[config.mk]
export PLATFORM = sky130hd
export DESIGN_NAME = bmhq_cell
export DESIGN_NICKNAME = d
export VERILOG_FILES = /design/src/bmhq_pkg.sv /design/src/bmhq_cell.sv
export SDC_FILE = /design/constraint.sdc
export NUM_CORES = 1
export LEC_CHECK = 0
export ABC_AREA = 1
export BUFFER_PORTS_ARGS = -buffer_cell sky130_fd_sc_hd__buf_4
export CAP_MARGIN = 20
export CORE_UTILIZATION = 24
export DETAILED_ROUTE_END_ITERATION = 10
export PLACE_DENSITY = 0.52
export SETUP_SLACK_MARGIN = 0.05
export SLEW_MARGIN = 5
export SYNTH_ARGS = -nofsm -noshare
export SYNTH_HDL_FRONTEND = slang
export SYNTH_SLANG_ARGS = --single-unit
[constraint.sdc]
create_clock -name clk_i -period 3.3 [get_ports clk_i]
set_clock_uncertainty 0.2 [all_clocks]
set_input_delay 0.165 -clock clk_i [delete_from_list [all_inputs] [get_ports clk_i]]
set_output_delay 0.165 -clock clk_i [all_outputs]
set_load 0.05 [all_outputs]
[src/bmhq_pkg.sv]
package bmhq_pkg;

  localparam int unsigned KeyW    = 32;
  localparam int unsigned StatusW = 2;
  localparam int unsigned CountW  = 7;

  typedef logic signed [KeyW-1:0] key_t;

  typedef enum logic {
    OP_INSERT = 1'b0,
    OP_REMOVE = 1'b1
  } op_e;

  typedef enum logic [StatusW-1:0] {
    ST_DONE  = 2'd0,
    ST_EMPTY = 2'd1,
    ST_FULL  = 2'd2
  } status_e;

  // Broadcast from the top level to every cell in a cycle.
  typedef struct packed {
    logic ins;
    logic rem;
    key_t key;
  } cmd_t;

  // What a cell shows its neighbours.
  typedef struct packed {
    logic vld;
    logic go;
    key_t key;
  } link_t;

endpackage

[src/bmhq_cell.sv]
module bmhq_cell import bmhq_pkg::*; (
  input  logic  clk_i,
  input  logic  rst_ni,
  input  cmd_t  cmd_i,
  input  link_t prev_i,
  input  link_t next_i,
  output link_t self_o
);

  logic vld_q, vld_d;
  key_t key_q, key_d;
  logic go;

  // Insert point lies at or below this cell when the new key is strictly smaller.
  assign go = !vld_q || (cmd_i.key < key_q);

  always_comb begin
    vld_d = vld_q;
    key_d = key_q;
    if (cmd_i.ins) begin
      vld_d = vld_q | prev_i.vld;
      if (go) begin
        key_d = prev_i.go ? prev_i.key : cmd_i.key;
      end
    end else if (cmd_i.rem) begin
      vld_d = next_i.vld;
      key_d = next_i.key;
    end
  end

  always_ff @(posedge clk_i or negedge rst_ni) begin
    if (!rst_ni) begin
      vld_q <= 1'b0;
    end else begin
      vld_q <= vld_d;
    end
  end

  always_ff @(posedge clk_i) begin
    key_q <= key_d;
  end

  assign self_o = '{vld: vld_q, go: go, key: key_q};

endmodule

==> results list, run 1 <==
- Setup slack on the worst reg-to-reg path comes out at 0.69 ns.
* Global-route wire length before repair: 12.7 mm
* Count of TritonRoute iterations in the first routing pass: 4
- Mean instance size in the synthesized netlist: 7.79 um2
- The number of clock buffers added by TritonCTS is 5.
* Number of warning messages in the yosys log: 0
- Root buffer cell: clkbuf_8
- Once the floorplan was initialized, standard cells occupied 25.1% of the core.
* Maximum VDD drop: 0.000142 V
* Startpoint-to-endpoint class of the critical path: reg -> reg
- Endpoints failing hold: 0
* I/O pin cnt: 138
- Along the worst path, the maximum fanout reaches 16.
- Total global routing overflow: 0
- The flow ran to the end, and the final reports show no timing, DRC or antenna violations.
- Tot Pwr: between 1.5 and 2 mW
- Setup slack on the critical path of the routed design comes to 0.689 ns.
- In this run the deepest clock path goes through 2 buffers.
- Chip Height: approximately 100 um
* Fraction of met3 tracks used by global routing: 3.01%
- Level count of the clock H-tree: 2
- Global routing used 18.0% of the available met1 tracks.
- Post-synthesis net count: 456
- Clock insertion delay at the later pin of the skew report: 0.28 ns
- Kind of launch point of the worst setup path: flop
- Fraction of layout instances using a drive strength above 1: 31.6%
- Initial antenna violation count: 0
* Max-cap violations: 0
* Slew Limit Fails: 0
- Global routing used between 10% and 20% of the available tracks.
- The global routing stage identified its most utilized layer as met2.
- The floorplan step defined a die boundary enclosing 10800 um2.
- In the routed layout, each cell is associated on average with a via count of roughly 4.3.
- Prior to clock tree synthesis, the placed netlist has a worst setup slack of between 0.6 and 0.7 ns.
- Worst r2r dst: key_q[5]
- Data on the critical path is required at its endpoint by 3.09 ns.
* Max transition margin: between 60% and 70%
- After synthesis the cells add up to 2500 um2.
- Worst hold margin: 0.0140 ns
* Total Routed Length: 7.72 mm
- For this design, the slowest cell found on the critical path is edfxtp_1.
* Nets: 624
- Unrepaired setup endpoints after global routing: false
- Total of buffers placed on input and output ports: 136
- Num Clock Sinks: 33
- The via count of the first global-routing pass is 2661.
- From synthesis to final layout, the design area changed by 65.3%.
* Hold wc startpoint: prev_i[15]
* Final Setup Violations: 0
- Capturing element type of the critical path: flop
- Post-CTS setup buffer count: 0
- Longest individual stage delay on the worst path: 0.38 ns
* Vias after detailed routing: 2651
- After layout, the worst path uses about 79% of the clock period.
- Slew at the pin closest to its max-slew limit: 0.557 ns
- Mean routed wirelength per cell: 12.4 um
* Static leakage: 2.03 nW
* TNS Setup: 0 ns
* Sequence of cells on the critical path: inv_1 -> ha_1 -> a21oi_1 -> o21ai_1 -> nand2_1 -> nand3_1 -> a21oi_2 -> nand3_1 -> nand3_2 -> nand2_1 -> nand2_2 -> buf_4
- Termination of the worst setup path: key_q[5]
* Site row count: 36
- Core utilization of the finished layout: 41.5%
* Start of the worst register-to-register path: key_q[19]
- Count of antenna-violating nets left after detailed routing: 0
* Remaining DRCs: 0
- Pin count of the biggest net entering global routing: 36
- After floorplanning, the core was sized to cover 9950 um2.
- In this run, distinct cell masters in the synthesized netlist total 20.
- Clock-pin slew reported for the worst setup and hold paths after clock tree synthesis: ~0.07 ns
- Highest clock frequency the design can meet: 0.383 GHz
- Crit path time final: 2.61 ns
- Flip-flop and latch count after synthesis: 33
- The die is between 100 and 150 um wide.
- In the global route stage, met2 resource usage came out at 26.0%.
- TritonCTS clock tree: built
* Hpwl dp: 5.80 mm
* Number of violations reported at the end of detailed-routing iteration 0: 78
* Antenna Cells: 0
- For this design the ratio of total power to cell area is approximately 380 nW/um2.
- CP Data Arrival Time: around 2.4 ns
* Register area share after synthesis: 39.4%
* Class of the worst hold path: in -> reg
* GP Congestion: 0.726
- Worst reg2reg path depth: 12
- Number of standard cells after synthesis: roughly 320
- Tracing the worst setup path back leads to its startpoint at key_q[19].
-- worst min-delay path by stage --
stage | end | slack, ns | depth (start not counted)
3_3_place_gp | vld_q | -0.26 | 1
2_1_floorplan | vld_q | -0.33 | 0
5_1_grt | key_q[15] | 0.01 | 3
4_1_cts | key_q[15] | 0.0007 | 3
6_report | key_q[15] | 0.01 | 3
3_5_place_dp | vld_q | -0.26 | 1
-- cells in the final DEF, fill, tap and decap left out --
master         count
nand2_1           66
nor3_2             2
dlygate4sd3_1     35
buf_4            138
o21ai_1            4
nand3b_1           1
inv_1             43
o21ai_0           65
a21oi_2            4
a21oi_1           11
o21a_1             1
nand3_1            3
nor2_2             1
nand2_2            1
buf_16             1
nand3_2            1
clkbuf_1           2
nand4_1            1
ha_1              31
clkbuf_8           6
edfxtp_1          32
buf_12             1
nor2_1            39
dfrtp_1            1
-- worst max-delay path: cells and delay by family, from the launching register on --
| family | cells | cell delay, ns |
|---|---|---|
| and+or+nand+nor | 6 | 0.82 |
| adders and majority gates | 1 | 0.23 |
| AOI/OAI and AO/OA | 3 | 0.41 |
| DFF | 1 | 0.38 |
| buffers and inverters | 2 | 0.29 |
-- cells by family (layout without fill, tap and decap cells) --
kind of cell	after synthesis	in the layout	synth area share, %
compound gates	85	85	17.7
flops	33	33	39.4
simple gates	115	115	18.5
buf+inv	57	226	8.85
fa+ha+maj	31	31	15.5
-- routing by layer --
layer  part of all wire (%)  wire length [um]  vias up
met5                      0                 0        -
met4                   0.70                54        0
met3                    4.5               348        4
li1                       -                 -     1404
met2                     49              3790       72
met1                     46              3530     1171
-- synth_stat cells --
| cell | number | area, um2 |
|---|---|---|
| buf_1 | 1 | 3.75 |
| nand4_1 | 1 | 6.26 |
| dfrtp_1 | 1 | 25.0 |
| o21ai_1 | 4 | 20.0 |
| nand3_1 | 3 | 15.0 |
| clkbuf_1 | 11 | 41.3 |
| buf_4 | 2 | 15.0 |
| ha_1 | 31 | 388 |
| a21oi_1 | 11 | 55.1 |
| o21ai_0 | 65 | 325 |
| nand3_2 | 1 | 10.0 |
| edfxtp_1 | 32 | 961 |
| nand3b_1 | 1 | 7.51 |
| o21a_1 | 1 | 7.51 |
| nor2_2 | 1 | 6.26 |
| inv_1 | 43 | 161 |
| nor2_1 | 39 | 146 |
| nor3_2 | 2 | 20.0 |
| nand2_1 | 67 | 251 |
| a21oi_2 | 4 | 35.0 |
-- state kept, by name, indices dropped and copies added (netlist names) --
signal  flops
key_q      32
vld_q       1
-- metrics by stage --
step,std cells,area (um2)
floorplan,321,2500
global placement,579,3670
detailed placement,579,3670
CTS,622,4110
global route,623,4130
finish,623,4130
-- layout make-up --
class	count	area, um2
inverters	43	161
clock buffers	8	90.1
well taps	133	166
repair buffers	175	1430
multi-input cells	231	1300
flip-flops and latches	33	986
fillers	1038	5820
-- what timing repair did --
item                                   CTS  global route
hold buffers                            35             0
endpoints found under the hold margin   34             0
gates resized for setup                  0             0
-- power breakdown --
part	switching, mW	leakage, nW	internal (mW)	total (mW)
clock network	0.143	0.0455	0.170	0.313
registers	0.0273	0.325	0.534	0.561
logic	0.423	1.66	0.279	0.702
(Power assumes the default switching activity.)
==> run 2: changes to the inputs <==
- clock period: 3.3 -> 2.7 ns (I/O delays scaled with it)
==> run 2 against run 1 <==
Critical path depth unchanged. Worst hold slack worse by 0.0024 ns. Highest routed layer unchanged. Non-clock buffer count up 9. Clock-buffer cell count down 2. Critical endpoint is now key_q[24]. Critical path type unchanged. Wire length up 1.9%. Clock power up 13%.
==> results list, run 2 (synthesis gave the netlist of run 1 again) <==
- Outcome: completed
- Met2 Track Usage GR: 26.2% (+0.19 points)
* GP Congestion: 0.731 (+0.69%)
* Maximum fanout along the worst path: 17 (+1)
* Initial antenna violation count: 0 (unchanged)
* Area delta synth->final: 69.0%
- The flip-flop and latch area was 986 um2 (unchanged).
- The clock latency on the worst-skew pair is 0.28 ns (about the same).
- Commonest non-fill, non-tap cells in the layout: 137 x buf_4, 66 x nand2_1, 65 x o21ai_0
- The post-route cell area is 4230 um2 (+2.3%).
- Placeable core area: 9950 um2 (unchanged)
- Fraction of layout instances using a drive strength above 1: 30.9% (-0.71 points)
- Global-route wire length before repair: 13.0 mm (+1.9%)
- The number of failing setup endpoints in the final timing report was 0 (unchanged).
* I/O pin cnt: 138 (unchanged)
- Crit path buffers/inverters: 2 (unchanged)
- The number of buffers inserted to repair setup after CTS came to 0 (unchanged).
* CP Data Arrival Time: 2.13 ns (-0.28 ns)
* Pre-CTS worst setup slack: 0.364 ns (-0.302 ns)
* TritonCTS clock tree: built
* Capturing element type of the critical path: flop
- The count of buffers inserted at the top-level ports came to 136 (unchanged).
- Period Utilization, post-route: 86.5% (+7.4 points)
* Startpoint-to-endpoint class of the critical path: reg -> reg
- Most common library cell in the layout ignoring fill and taps: buf_4
* Slew Limit Fails: 0 (unchanged)
* Longest individual stage delay on the worst path: 0.39 ns (about the same)
- The number of standard cells in the final layout excluding fillers came to 631 (+1.3%).
- Largest register by flop count: key_q
- The multi-input logic area is 1300 um2 (+0.39%).
- Start of the worst register-to-register path: key_q[19]
* Total Routed Length: 7.87 mm (+1.9%)
- The full die area is 10800 um2 (unchanged).
- The worst endpoint required time is 2.49 ns (-0.60 ns).
- CTS hold repair buffers: 44 (+26%)
- Number of violations reported at the end of detailed-routing iteration 0: 90 (+15%)
- The aggregate negative setup slack was 0 ns (unchanged).
- Antenna Cells: 0 (unchanged)
- The number of iterations in the first detailed-routing pass came to 4 (unchanged).
- Number of flip-flops under the largest register name: 32 (unchanged)
* Num Clock Sinks: 33 (unchanged)
- Fill count: 1005 (-3.2%)
* Kind of launch point of the worst setup path: flop
- The worst slew margin relative to its limit came to 62.9% (+0.082 points).
- Total global routing overflow: 0 (unchanged)
- Inserted Clock Buffers: 5 (unchanged)
* Remaining DRCs: 0 (unchanged)
* Class of the worst hold path: in -> reg
* Vias in the first global route: 2685 (+0.90%)
- Clock Path Buffers: 2 (unchanged)
* Hpwl dp: 5.74 mm (-1.0%)
* Level count of the clock H-tree: 2 (unchanged)
* Count of antenna-violating nets left after detailed routing: 0 (unchanged)
- Power density cells: 455 nW/um2 (+19%)
* Highest clock frequency the design can meet: 0.428 GHz (+12%)
* Largest registers: key_q: 32 flops, vld_q: 1 flops
- Width of the die: 104 um (unchanged)
- Post-cts repair resize count: 0 (unchanged)
- Via-per-instance ratio: 4.24 (-0.34%)
- Maximum VDD drop: 0.000171 V (+21%)
- For this design, the slowest cell found on the critical path is edfxtp_1.
* Clock-pin slew reported for the worst setup and hold paths after clock tree synthesis: 0.07 ns (about the same)
- Initial core utilization: 25.1% (unchanged)
- The die height came to 104 um (unchanged).
- met2 is the most crowded layer.
- Mean routed wirelength per cell: 12.5 um (+0.65%)
- The transition time of the tightest slew-check pin was 0.556 ns (-0.00124 ns).
- Vias after detailed routing: 2676 (+0.94%)
- Pin count of the biggest net entering global routing: 36 (unchanged)
- Site row count: 36 (unchanged)
- The number of placed instances, taps included came to 579 (unchanged).
* Critical Path Start: key_q[19]
- Endpoints failing hold: 0 (unchanged)
- The tree is rooted in a clkbuf_8.
- Static leakage: 2.07 nW (+1.9%)
- The minimum period implied by the final worst setup slack is 2.34 ns (-0.274 ns).
- Unrepaired setup endpoints after global routing: false
* Hold wc startpoint: prev_i[4]
- Placed instance area: 3680 um2 (+0.48%)
- Nets: 633 (+1.4%)
- In this design, the largest share of critical-path delay is due to simple AND/OR/NAND/NOR gates.
- Max-cap violations: 0 (unchanged)
- The met1 track demand over resource is 18.7% (+0.66 points).
- The met3 global-route usage was 3.82% (+0.81 points).
- Total track usage: 15.0% (+0.40 points)
- The final worst-path setup slack was 0.364 ns (-0.326 ns).
- Worst hold margin: 0.0116 ns (-0.00243 ns)
* Sequence of cells on the critical path: inv_1 -> ha_1 -> a21oi_1 -> o21ai_1 -> nand2_1 -> nand3_1 -> a21oi_2 -> nand3_1 -> nand3_2 -> nand2_1 -> nand2_4 -> buf_12
run 2: per-stage QoR:
stage,power [mW],utilization [%]
6_report,1.92,42.5
5_1_grt,2.05,42.5
4_1_cts,1.96,42.2
3_5_place_dp,1.53,37.0
3_3_place_gp,1.52,37.0
2_1_floorplan,1.21,-
run 2: worst register-to-register path, cell delays in order (launching register included):
cell      delay (ns)
edfxtp_1        0.39
inv_1           0.07
ha_1            0.23
a21oi_1         0.18
o21ai_1         0.09
nand2_1         0.08
nand3_1         0.09
a21oi_2         0.16
nand3_1         0.11
nand3_2         0.09
nand2_1         0.08
nand2_4         0.11
buf_12          0.16
run 2: path summary, 6_finish.rpt:
check | end | slack (ns) | depth (start not counted)
worst max register to register | key_q[24] | 0.36 | 12
worst min register to register | vld_q | 0.48 | 3
min in group asynchronous | vld_q | 0.51 | 3
max in group asynchronous | vld_q | 1.68 | 3
worst max-delay path | key_q[24] | 0.36 | 12
worst min-delay path | key_q[4] | 0.01 | 3
run 2: where the power goes:
group / leakage (nW) / switching, mW / internal [mW] / total (mW)
logic: 1.70 / 0.522 / 0.362 / 0.884
registers: 0.325 / 0.0337 / 0.652 / 0.686
clock network: 0.0387 / 0.180 / 0.174 / 0.354
run 2: layout make-up:
cell class                 instances  share of cell area, %
multi-input combinational        231                   30.8
clock buffer                       6                   1.72
tap                              133                   3.94
inverter                          43                   3.82
clock inverter                     1                 0.0888
timing repair buffer             184                   36.3
sequential                        33                   23.3
run 2: per-layer routing:
layer	share of wire (%)	up-vias
li1	-	1418
met1	45	1169
met2	48	85
met3	5.9	4
met4	0.47	0
met5	0	-
